File: src/rtl/htd_pkg.sv
// Shared types, codes and constants for the Huffman tree decoder with usage histogram.
// Used by every module of the block; depends on nothing else.
package htd_pkg;

   // Fixed widths of the command and result fields.
   localparam int OP_W    = 3;
   localparam int BOOK_W  = 3;
   localparam int IDX_W   = 9;
   localparam int DATA_W  = 9;
   localparam int WIN_W   = 32;
   localparam int AVAIL_W = 6;
   localparam int DVAL_W  = 8;
   localparam int COUNT_W = 32;

   // Defaults of the top level parameters.
   localparam int NUM_BOOKS_DEF   = 8;
   localparam int TREE_WORDS_DEF  = 512;
   localparam int MAX_VALUES_DEF  = 256;
   localparam int WINDOW_BITS_DEF = 32;

   // The book field can only name this many books.
   localparam int MAX_BOOK_SLOTS = 2 ** BOOK_W;

   // Depth of the command queue between the front and the back.
   localparam int CMDQ_DEPTH = 2;

   // Operation codes as they arrive on the request port.
   typedef enum logic [OP_W-1:0] {
      OP_LOAD_TREE = 3'd0,
      OP_LOAD_MAP  = 3'd1,
      OP_SET_SIZE  = 3'd2,
      OP_DECODE    = 3'd3,
      OP_READ_CNT  = 3'd4,
      OP_CLEAR_CNT = 3'd5
   } op_type;

   // Classified command as queued for the back end.
   typedef enum logic [2:0] {
      CMD_NOP,
      CMD_TREE,
      CMD_MAP,
      CMD_SIZE,
      CMD_DECODE,
      CMD_READ,
      CMD_CLEAR
   } cmd_kind_type;

   typedef struct packed {
      cmd_kind_type        kind;
      logic [BOOK_W-1:0]   book;
      logic [IDX_W-1:0]    index;
      logic [DATA_W-1:0]   data;
      logic [WIN_W-1:0]    window;
      logic [AVAIL_W-1:0]  lim;
   } cmd_type;

   // Back end sequencer states.
   typedef enum logic [2:0] {
      BK_INIT,
      BK_IDLE,
      BK_WALK,
      BK_MAP,
      BK_INC,
      BK_READ,
      BK_CLEAR
   } bk_state_type;

endpackage

File: src/rtl/htd_front.sv
// Front end: takes a request beat and turns it into a classified, range-checked command.
// Depends on htd_pkg.
module htd_front #(
   parameter int NUM_BOOKS   = htd_pkg::NUM_BOOKS_DEF,
   parameter int TREE_WORDS  = htd_pkg::TREE_WORDS_DEF,
   parameter int MAX_VALUES  = htd_pkg::MAX_VALUES_DEF,
   parameter int WINDOW_BITS = htd_pkg::WINDOW_BITS_DEF
) (
   input  logic                         start,
   input  logic                         busy,
   input  logic [htd_pkg::OP_W-1:0]     req_operation,
   input  logic [htd_pkg::BOOK_W-1:0]   req_book,
   input  logic [htd_pkg::IDX_W-1:0]    req_entry_index,
   input  logic [htd_pkg::DATA_W-1:0]   req_load_data,
   input  logic [htd_pkg::WIN_W-1:0]    req_bit_window,
   input  logic [htd_pkg::AVAIL_W-1:0]  req_bits_available,
   output logic                         push,
   output htd_pkg::cmd_type             cmd
);

   logic book_ok;
   logic tree_idx_ok;
   logic val_idx_ok;

   assign push        = start & ~busy;
   assign book_ok     = 32'(req_book) < 32'(NUM_BOOKS);
   assign tree_idx_ok = 32'(req_entry_index) < 32'(TREE_WORDS);
   assign val_idx_ok  = 32'(req_entry_index) < 32'(MAX_VALUES);

   always_comb begin
      cmd.book   = req_book;
      cmd.index  = req_entry_index;
      cmd.window = req_bit_window;
      cmd.data   = req_load_data;
      cmd.lim    = (32'(req_bits_available) < 32'(WINDOW_BITS)) ?
                   req_bits_available : htd_pkg::AVAIL_W'(WINDOW_BITS);
      cmd.kind   = htd_pkg::CMD_NOP;
      if (book_ok) begin
         unique case (htd_pkg::op_type'(req_operation))
            htd_pkg::OP_LOAD_TREE: begin
               if (tree_idx_ok) cmd.kind = htd_pkg::CMD_TREE;
            end
            htd_pkg::OP_LOAD_MAP: begin
               if (val_idx_ok) cmd.kind = htd_pkg::CMD_MAP;
            end
            htd_pkg::OP_SET_SIZE: begin
               // Book sizes saturate at the value map depth.
               cmd.kind = htd_pkg::CMD_SIZE;
               cmd.data = (32'(req_load_data) > 32'(MAX_VALUES)) ?
                          htd_pkg::DATA_W'(MAX_VALUES) : req_load_data;
            end
            htd_pkg::OP_DECODE:    cmd.kind = htd_pkg::CMD_DECODE;
            htd_pkg::OP_READ_CNT: begin
               if (val_idx_ok) cmd.kind = htd_pkg::CMD_READ;
            end
            htd_pkg::OP_CLEAR_CNT: cmd.kind = htd_pkg::CMD_CLEAR;
            default:               cmd.kind = htd_pkg::CMD_NOP;
         endcase
      end
   end

endmodule

File: config.mk
export PLATFORM = sky130hd
export DESIGN_NAME = htd_front
export DESIGN_NICKNAME = d
export VERILOG_FILES = /design/src/rtl/htd_pkg.sv /design/src/rtl/htd_front.sv
export SDC_FILE = /design/constraint.sdc
export NUM_CORES = 1
export LEC_CHECK = 0
export BUFFER_PORTS_ARGS = -buffer_cell sky130_fd_sc_hd__buf_4
export CORE_MARGIN = 3
export CORE_UTILIZATION = 25
export DETAILED_ROUTE_END_ITERATION = 8
export GPL_ROUTABILITY_DRIVEN = 0
export PLACE_DENSITY = 0.9
export SLEW_MARGIN = 20
export SYNTH_ARGS = -nofsm -noshare
export SYNTH_HDL_FRONTEND = slang
export SYNTH_SLANG_ARGS = --single-unit
File: constraint.sdc
create_clock -name vclk -period 1.5
set_input_delay 0.3 -clock vclk [all_inputs]
set_output_delay 0.3 -clock vclk [all_outputs]
set_load 0.05 [all_outputs]
==> flow_metrics.tcl <==
set metrics [dict create \
    place_inst 91 \
    fillers 207 \
    grt_pass1_vias 370 \
    max_stage_delay_ns 0.43 \
    ys_warn_count 0 \
    seq_cell_count 0 \
    cp_max_fo 8 \
    placedInstanceArea_sq_um 531 \
    die_h_um 51.9 \
    critPathTopFamily "simple AND/OR/NAND/NOR gates" \
    fin_ws_ns 0.0917 \
    grt_use_total 0.0774 \
    slew_violations 0 \
    drv_cap 0 \
    wl_mm 1.13 \
    grt_first_pass_wirelength_mm 1.69 \
    synth_nets 135 \
    fin_hold_ws_ns 0.600 \
    status "complete, no violations" \
    multi_input_area_sq_um 191 \
    combPwrFrac 1.000 \
    worstSetupPathType "in2out" \
    max-slew-margin-rel 0.888 \
    grt_start_max_net_pins 9 \
    clkPwrFrac 0 \
    hp-class "in2out" \
    crit_path_start_kind "primary input" \
    port-buffer-count 41 \
    hold_buffers 0 \
    drive_gt1_frac 0.788 \
    power_density_nw_per_um2 473 \
    cts_resized 0 \
    required_ns 1.20 \
    cp.buffers_inverters 2 \
    synthDistinctLibCells 12 \
    antennaDiodeCount 0 \
    layout_commonest_cell "buf_4" \
    netlist_top_cells_area "buf_4 (64%), nor2b_2 (13%), nor2b_1 (8.3%)" \
    sw_frac_of_total 0.611 \
    routed-via-count 346 \
    syn_inst 71 \
    wl_per_cell_um 12.4 \
    timing.fmax_mhz 710 \
    synth_area_sq_um 527 \
    cp.arrival_ns 1.11 \
    synth.avg_cell_area_sq_um 7.42 \
    initial_core_util 0.284 \
    synth_top_area_frac 0.641 \
    ys_seq_area_frac 0 \
    first_pass_iters 2 \
    end_kind "output pin" \
    core_sq_um 1860 \
    finalSetupViolCount 0 \
    grt.overflow.total 0 \
    row_count 15 \
    final_hold_viol_count 0 \
    p_switching_mw 0.153 \
    finalCritPeriodShare 0.939 \
    viasPerCell 3.80 \
    fin_tns_setup_ns 0 \
    crit_path_frequent_cell "buf_4" \
    postCtsSetupRepairBufs 0 \
    yosysTopAreaCell "buf_4" \
    num-clock-buffers 0 \
    drc 0 \
    tightest_slew_ns 0.168 \
    p_seq_frac 0 \
    synthToLayoutAreaGrowth_pct 0.713 \
    cp_cell_sequence "buf_4 -> and4bb_4 -> nor2b_2 -> buf_4" \
    nNetsFinal 132 \
    io_pins 127 \
    die_w_um 51.9 \
    dp_hpwl_um 977 \
    regArea_sq_um 0 \
    intPower_mw 0.0975 \
    antenna_left 0 \
    vdd_drop_max_mv 0.238 \
    fp.dieArea_sq_um 2690 \
    fin_crit_ns 1.41 \
    dp_slack_ns 0.0897 \
    final_area_sq_um 531 \
    cp_slowest_cell "and4bb_4" \
    grt_setup_unrepaired "false" \
    stdcell_count 91 \
    final_cell_mix "buf_4 (41), nor2b_2 (8), nor2b_1 (7)" \
    drtIter0Drc 1 \
    antenna_found_initial 0 \
    leakagePower_nw 0.276 \
]
==> power by group through the flow <==
| stage | clock [mW] | combinational (mW) | sequential [mW] |
|---|---|---|---|
| CTS | 0 | 0.253 | 0 |
| floorplan | 0 | 0.465 | 0 |
| finish | 0 | 0.251 | 0 |
| detailed placement | 0 | 0.253 | 0 |
| global placement | 0 | 0.250 | 0 |
| global route | 0 | 0.263 | 0 |
==> cell type report <==
type	instances	share of cell area
tap	25	0.0590
multi-input combinational	25	0.361
timing repair buffer	41	0.580
==> per-stage QoR <==
stage	total power, mW	util
after CTS	0.253	0.286
after global routing	0.263	0.286
final	0.251	0.286
after floorplan	0.465	-
after detailed placement	0.253	0.286
after global placement	0.250	0.286
==> cells by family (layout without fill, tap and decap cells) <==
group	Yosys count	count (layout)	synth area share
buffers and inverters	46	41	0.648
and+or+nand+nor	22	22	0.309
AOI/OAI and AO/OA	3	3	0.0428
==> routing by layer <==
layer	GRT usage	vias to the layer above	wire length [um]
li1	-	164	-
met1	0.0825	140	348
met2	0.119	30	584
met3	0.0372	12	154
met4	0.0524	0	39
met5	0	-	0
==> final timing paths <==
| kind | cells after the start | slack, ns | endpoint | start |
|---|---|---|---|---|
| min | 0 | 0.60 | cmd[10] | req_bit_window[4] |
| max | 4 | 0.09 | cmd[41] | req_operation[0] |
==> synthesized netlist by cell type, drive strengths merged <==
cell type / count
and2b: 1
nand2: 1
a22o: 1
o22ai: 1
nor2b: 15
o21a: 1
clkbuf: 1
and4bb: 1
nand2b: 2
buf: 45
nor2: 2
Power figures use the tool's default switching activity.
