**src/rtl/htd_pkg.sv**
```systemverilog
// Shared types, codes and constants for the Huffman tree decoder with usage histogram.
// Used by every module of the block; depends on nothing else.
package htd_pkg;

   // Fixed widths of the command and result fields.
   localparam int OP_W    = 3;
   localparam int BOOK_W  = 3;
   localparam int IDX_W   = 9;
   localparam int DATA_W  = 9;
   localparam int WIN_W   = 32;
   localparam int AVAIL_W = 6;
   localparam int DVAL_W  = 8;
   localparam int COUNT_W = 32;

   // Defaults of the top level parameters.
   localparam int NUM_BOOKS_DEF   = 8;
   localparam int TREE_WORDS_DEF  = 512;
   localparam int MAX_VALUES_DEF  = 256;
   localparam int WINDOW_BITS_DEF = 32;

   // The book field can only name this many books.
   localparam int MAX_BOOK_SLOTS = 2 ** BOOK_W;

   // Depth of the command queue between the front and the back.
   localparam int CMDQ_DEPTH = 2;

   // Operation codes as they arrive on the request port.
   typedef enum logic [OP_W-1:0] {
      OP_LOAD_TREE = 3'd0,
      OP_LOAD_MAP  = 3'd1,
      OP_SET_SIZE  = 3'd2,
      OP_DECODE    = 3'd3,
      OP_READ_CNT  = 3'd4,
      OP_CLEAR_CNT = 3'd5
   } op_type;

   // Classified command as queued for the back end.
   typedef enum logic [2:0] {
      CMD_NOP,
      CMD_TREE,
      CMD_MAP,
      CMD_SIZE,
      CMD_DECODE,
      CMD_READ,
      CMD_CLEAR
   } cmd_kind_type;

   typedef struct packed {
      cmd_kind_type        kind;
      logic [BOOK_W-1:0]   book;
      logic [IDX_W-1:0]    index;
      logic [DATA_W-1:0]   data;
      logic [WIN_W-1:0]    window;
      logic [AVAIL_W-1:0]  lim;
   } cmd_type;

   // Back end sequencer states.
   typedef enum logic [2:0] {
      BK_INIT,
      BK_IDLE,
      BK_WALK,
      BK_MAP,
      BK_INC,
      BK_READ,
      BK_CLEAR
   } bk_state_type;

endpackage

```
**src/rtl/htd_cmd_queue.sv**
```systemverilog
// Short command queue that decouples the front end from the back end.
// Depends on htd_pkg for the command type and depth.
module htd_cmd_queue (
   input  logic              clock,
   input  logic              reset,
   input  logic              push,
   input  htd_pkg::cmd_type  push_cmd,
   input  logic              pop,
   output logic              full,
   output logic              not_empty,
   output htd_pkg::cmd_type  head_cmd
);

   localparam int QPW = (htd_pkg::CMDQ_DEPTH > 1) ? $clog2(htd_pkg::CMDQ_DEPTH) : 1;

   htd_pkg::cmd_type  slot_ff [htd_pkg::CMDQ_DEPTH];
   logic [QPW-1:0]    wr_ptr_ff, wr_ptr_in;
   logic [QPW-1:0]    rd_ptr_ff, rd_ptr_in;
   logic [QPW:0]      fill_ff, fill_in;
   logic              do_push, do_pop;

   assign full      = fill_ff == (QPW+1)'(htd_pkg::CMDQ_DEPTH);
   assign not_empty = fill_ff != '0;
   assign head_cmd  = slot_ff[rd_ptr_ff];
   assign do_push   = push & ~full;
   assign do_pop    = pop & not_empty;

   always_comb begin
      wr_ptr_in = wr_ptr_ff;
      rd_ptr_in = rd_ptr_ff;
      fill_in   = fill_ff;
      if (do_push) begin
         wr_ptr_in = (wr_ptr_ff == QPW'(htd_pkg::CMDQ_DEPTH - 1)) ? '0 : wr_ptr_ff + 1'b1;
      end
      if (do_pop) begin
         rd_ptr_in = (rd_ptr_ff == QPW'(htd_pkg::CMDQ_DEPTH - 1)) ? '0 : rd_ptr_ff + 1'b1;
      end
      if (do_push && !do_pop) begin
         fill_in = fill_ff + 1'b1;
      end else if (do_pop && !do_push) begin
         fill_in = fill_ff - 1'b1;
      end
   end

   always_ff @(posedge clock) begin
      if (reset) begin
         wr_ptr_ff <= '0;
         rd_ptr_ff <= '0;
         fill_ff   <= '0;
      end else begin
         wr_ptr_ff <= wr_ptr_in;
         rd_ptr_ff <= rd_ptr_in;
         fill_ff   <= fill_in;
      end
   end

   always_ff @(posedge clock) begin
      if (do_push) begin
         slot_ff[wr_ptr_ff] <= push_cmd;
      end
   end

endmodule

```
**config.mk**
```make
export PLATFORM = sky130hd
export DESIGN_NAME = htd_cmd_queue
export DESIGN_NICKNAME = d
export VERILOG_FILES = /design/src/rtl/htd_pkg.sv /design/src/rtl/htd_cmd_queue.sv
export SDC_FILE = /design/constraint.sdc
export NUM_CORES = 1
export LEC_CHECK = 0
export BUFFER_PORTS_ARGS = -buffer_cell sky130_fd_sc_hd__buf_4
export CAP_MARGIN = 20
export CORE_MARGIN = 2
export CORE_UTILIZATION = 51
export CTS_CLUSTER_DIAMETER = 60
export DETAILED_ROUTE_END_ITERATION = 10
export GPL_ROUTABILITY_DRIVEN = 0
export PLACE_DENSITY_LB_ADDON = 0.08
export REMOVE_ABC_BUFFERS = 1
export SYNTH_ARGS = -nofsm -noshare
export SYNTH_HDL_FRONTEND = slang
export SYNTH_SLANG_ARGS = --single-unit
```
**constraint.sdc**
```tcl
create_clock -name clock -period 3.8 [get_ports clock]
set_clock_uncertainty 0.2 [all_clocks]
set_input_delay 0.38 -clock clock [delete_from_list [all_inputs] [get_ports clock]]
set_output_delay 0.38 -clock clock [all_outputs]
set_load 0.01 [all_outputs]
```
==> results of run 1 <==
-- power breakdown --
group          total [mW]  internal, mW  switching, mW
clock network        1.64          1.06          0.577
registers            1.89          1.79         0.0954
logic                1.14         0.630          0.508
total                4.66          3.48           1.18
-- worst paths after layout --
path	end	cells after the start
worst max-delay path	head_cmd[17]	3
worst max register to register	slot_ff[0][14]	4
worst min register to register	wr_ptr_ff	2
worst min-delay path	wr_ptr_ff	4
-- kinds of logic (layout without fill, tap and decap cells) --
family,count (synthesis),count (layout)
buf+inv,9,230
simple gates,9,9
mux,62,62
flops,129,129
compound gates,5,5
xor+xnor,3,3
fa+ha+maj,1,1
-- synthesized netlist by cell type --
library cell  number
and2_1             1
o21ai_0            3
ha_1               1
nor2_1             4
buf_2              3
nor2b_2            1
inv_1              2
buf_4              4
mux2_2            62
or3_1              2
a21oi_1            2
edfxtp_1         124
dfxtp_1            5
or2_2              1
xor2_1             3
-- repair_timing --
| item | in CTS | in global routing |
|---|---|---|
| gates resized for setup | 0 | 0 |
| hold buffers | 63 | 0 |
| endpoints found under the hold margin | 129 | 0 |
-- cell type report --
type	instances	share of cell area
timing repair buffer	196	0.2349
tap	108	0.01919
clock inverter	14	0.02683
multi-input combinational	80	0.1153
inverter	2	0.001066
sequential	129	0.5433
clock buffer	18	0.05936
-- sequential cells by signal, summed over array words and instances (netlist names), named ones only --
register / cells
wr_ptr_ff: 1
slot_ff: 124
fill_ff: 2
rd_ptr_ff: 1
-- through the flow --
step / instance area, um^2 / cells / power (mW) / util / hold WS, ns
2_1_floorplan: 4642 / 211 / 2.462 / - / 0.2491
3_3_place_gp: 5803 / 452 / 2.975 / 0.6590 / 0.2680
3_5_place_dp: 5803 / 452 / 2.996 / 0.6590 / 0.2752
4_1_cts: 7041 / 547 / 4.696 / 0.7995 / 0.04446
5_1_grt: 7041 / 547 / 4.851 / 0.7995 / 0.06906
6_report: 7041 / 547 / 4.664 / 0.7995 / 0.06882
-- worst max-delay path: stages (launching register included) --
cell and delay (ns):
dfxtp_2 0.82, buf_12 0.30, mux2_2 0.37, buf_4 0.15
-- routing by layer --
| layer | vias to the layer above | wire length, um | track usage |
|---|---|---|---|
| met5 | - | 0 | 0 |
| met4 | 0 | 218 | 0.08641 |
| met3 | 15 | 502 | 0.06337 |
| met2 | 92 | 5086 | 0.3477 |
| met1 | 1327 | 3749 | 0.2205 |
| li1 | 1277 | - | - |
==> flow_metrics.tcl, run 1 <==
set metrics [dict create \
    final_common_cell "buf_4" \
    finalSetupViolations 0 \
    relSlewSlack 0.4349 \
    fin_ws_ns 1.067 \
    power.density_nw_per_um2 662.5 \
    cts_buffers 17 \
    synth_area_per_cell_um2 21.50 \
    dr_total_vias 2711 \
    syn_to_final_growth_pct 50.21 \
    synth_compound_area_frac 0.005339 \
    layout_common_cells "131 x buf_4, 124 x edfxtp_1, 63 x dlygate4sd3_1" \
    first_global_vias 2925 \
    fin_nets 493 \
    ant_nets 0 \
    synth_top_area_cell "edfxtp_1" \
    dieArea_um2 9973 \
    grt_pass1_wl_mm 14.50 \
    die_w_um 99.87 \
    row_count 34 \
    hold_viol 0 \
    diodes 0 \
    boundaryPins 130 \
    synth_top_area_frac 0.7944 \
    tns_ns 0 \
    end_kind "output pin" \
    worstPathRequired_ns 3.22 \
    viasPerCell 4.956 \
    ctsRootBufferMaster "clkbuf_8" \
    crit_path_start_kind "flip-flop" \
    cts_post_setup_buffers_inserted 0 \
    rsz0062_at_grt "no" \
    r2r-start "fill_ff[0]" \
    drv_slew 0 \
    dp_hpwl_mm 5.430 \
    initial_core_util 0.5323 \
    overflow 0 \
    synthMuxAreaShare 0.1490 \
    cts_sinks 129 \
    coreArea_um2 8806 \
    clk_latency_ns 0.50 \
    drc_errors 0 \
    cts_tree "done" \
    drt_iter0_markers 106 \
    syn_inst 218 \
    yosys.area_share.adder 0.002670 \
    synth_top_family_by_area "multiplexers" \
    die_height_um 99.87 \
    place_ws_ns 1.317 \
    hp-class "input pin to flip-flop" \
    worst_slew_pin_slew_ns 0.8464 \
    synth.distinct_cells 15 \
    fin_crit_ns 2.733 \
    clk_pin_slew_ns 0.06 \
    clk_path_buf_depth 2 \
    grt_usage 0.1975 \
    synthSimpleGateAreaFrac 0.01041 \
    reg2reg_slack_ns 1.38 \
    cp.arrival_ns 2.15 \
    wl_mm 9.556 \
    status "complete, no violations" \
    final.period_utilization 0.7193 \
    seq_area_frac_synth 0.8158 \
    synth.top_cells.by_area "edfxtp_1 79%, mux2_2 15%, dfxtp_1 2.1%" \
    peakVddDrop_uv 475.8 \
    antenna_found_initial 0 \
    n_fill_cell 456 \
    p_leak_nw 2.690 \
    routedWlPerCell_um 17.47 \
    timing.fmax_mhz 365.9 \
    crit_fanout 32 \
    crit_type "flip-flop to output pin" \
    hp-start "push" \
    maxCapViolCount 0 \
    port_buffers 129 \
    synth-warning-count 0 \
    grt_max_degree 38 \
    synth_xor_area_frac 0.005606 \
    syn_area_um2 4687 \
    drive_above_1_share 0.5239 \
    multi_input_area_um2 812.0 \
    htreeDepth 4 \
    synth-seq-cells 129 \
    regArea_um2 3825 \
    dr.pass1.iters 4 \
]
No activity file was read; power rests on OpenSTA's default activity.
==> inputs of run 2 (changes only) <==
--- a/config.mk
+++ b/config.mk
@@ -8,7 +8,7 @@
 export BUFFER_PORTS_ARGS = -buffer_cell sky130_fd_sc_hd__buf_4
 export CAP_MARGIN = 20
 export CORE_MARGIN = 2
-export CORE_UTILIZATION = 51
+export CORE_UTILIZATION = 47
 export CTS_CLUSTER_DIAMETER = 60
 export DETAILED_ROUTE_END_ITERATION = 10
 export GPL_ROUTABILITY_DRIVEN = 0
==> constraint.sdc (replaced) <==
create_clock -name clock -period 2.5 [get_ports clock]
set_clock_uncertainty 0.2 [all_clocks]
set_input_delay 0.25 -clock clock [delete_from_list [all_inputs] [get_ports clock]]
set_output_delay 0.25 -clock clock [all_outputs]
set_load 0.01 [all_outputs]
==> flow_metrics.tcl, run 2 (synthesis gave the netlist of run 1 again) <==
set metrics [dict create \
    dp_hpwl_mm 5.296 \
    crit_type "flip-flop to output pin" \
    worst_slew_pin_slew_ns 0.4632 \
    top_register "slot_ff" \
    grt_max_degree 52 \
    worstPathRequired_ns 2.05 \
    slowest_delay_ns 0.40 \
    power.density_nw_per_um2 994.7 \
    fin_crit_ns 2.231 \
    syn_to_final_growth_pct 51.52 \
    end_kind "output pin" \
    crit_fanout 33 \
    antenna_found_initial 0 \
    wl_mm 9.039 \
    ant_nets 0 \
    hp-class "input pin to flip-flop" \
    die_height_um 103.9 \
    routedWlPerCell_um 15.67 \
    placed_cell_area_um2 5837 \
    cp.arrival_ns 1.78 \
    p_leak_nw 2.707 \
    reg.largest.list "slot_ff: 124 flops, fill_ff: 2 flops" \
    initial_core_util 0.4817 \
    met1_usage 0.2023 \
    tns_ns 0 \
    clk_pin_slew_ns 0.06 \
    final_core_util 0.7299 \
    hp-start "push_cmd[48]" \
    finalInstanceArea_um2 7102 \
    final_common_cell "buf_4" \
    slowest_stage "buf_4" \
    relSlewSlack 0.6912 \
    cts_post_setup_buffers_inserted 0 \
    hold_viol 0 \
    clk_latency_ns 0.50 \
    crit_path_start_kind "flip-flop" \
    clk_path_buf_depth 2 \
    multi_input_area_um2 812.0 \
    boundaryPins 130 \
    cts_buffers 17 \
    path_cells "buf_4 -> mux2_2 -> buf_4" \
    coreArea_um2 9729 \
    diodes 0 \
    largest_reg_flops 124 \
    post_cts_resized 0 \
    ctsRootBufferMaster "clkbuf_8" \
    overflow 0 \
    reg2reg_depth 4 \
    final.period_utilization 0.8923 \
    cts_hold_buf 66 \
    layout_common_cells "134 x buf_4, 124 x edfxtp_1, 66 x dlygate4sd3_1" \
    min_path_cells 2 \
    maxCapViolCount 0 \
    drt_iter0_markers 85 \
    cp_common_cell "buf_4" \
    port_buffers 129 \
    drive_above_1_share 0.5203 \
    regArea_um2 3825 \
    dr.pass1.iters 4 \
    dieArea_um2 10790 \
    status "complete, no violations" \
    rsz0062_at_grt "no" \
    use_met2 0.3022 \
    timing.fmax_mhz 448.3 \
    fin_nets 498 \
    first_global_vias 2988 \
    peakVddDrop_uv 555.0 \
    dr_total_vias 2736 \
    die_w_um 103.9 \
    n_fill_cell 645 \
    cts_sinks 129 \
    finalSetupViolations 0 \
    busiest_layer "met2" \
    r2r-start "fill_ff[1]" \
    grt_usage 0.1744 \
    viasPerCell 4.742 \
    cts_tree "done" \
    drv_slew 0 \
    row_count 36 \
    grt_pass1_wl_mm 14.36 \
    drc_errors 0 \
    use_met3 0.06391 \
    htreeDepth 4 \
]
run 2: cell types whose count changed in the layout (fill, tap and decap cells not counted), sizes merged:
cell / before / now
buf: 133 / 135
dlygate4sd3: 63 / 66
clkinv: 7 / 4
clkinvlp: 2 / 3
inv: 3 / 5
run 2: power breakdown:
| group | switching (mW) | leakage, nW | internal [mW] |
|---|---|---|---|
| Sequential | 0.0734 | 1.20 | 2.72 |
| Clock | 0.860 | 0.287 | 1.62 |
| Combinational | 0.829 | 1.22 | 0.967 |
| Total | 1.76 | 2.71 | 5.30 |
run 2: worst paths after layout:
kind / end / slack [ns]
max: head_cmd[38] / 0.27
min: slot_ff[0][48] / 0.27
max reg2reg: slot_ff[0][1] / 0.71
min reg2reg: wr_ptr_ff / 0.30
run 2: critical path: cells and delay by family, from the launching register on:
kind / cells / cell delay, ns
buffers and inverters: 2 / 0.55
flip-flops: 1 / 0.32
multiplexers: 1 / 0.40
run 2: metrics by stage:
step                      power (mW)  cells  worst slack [ns]  hold slack, ns
after floorplan                3.743    211           -0.2157          0.1191
after global placement         4.529    479            0.7570          0.2349
after detailed placement       4.552    479            0.7209          0.2377
after CTS                      7.135    577            0.2400          0.2514
after global routing           7.370    577            0.1722          0.2461
final                          7.064    577            0.2692          0.2697
run 2: per-layer routing:
layer,up-vias,share of wire
met2,88,0.53
met5,-,0
met3,9,0.045
li1,1289,-
met4,0,0.0092
met1,1350,0.42
run 2: layout make-up:
type,instances,area share
Sequential cell,129,0.5386
Timing Repair Buffer,201,0.2375
Multi-Input combinational cell,80,0.1143
Clock buffer,18,0.05884
Clock inverter,14,0.02625
Tap cell,133,0.02343
Inverter,2,0.001057
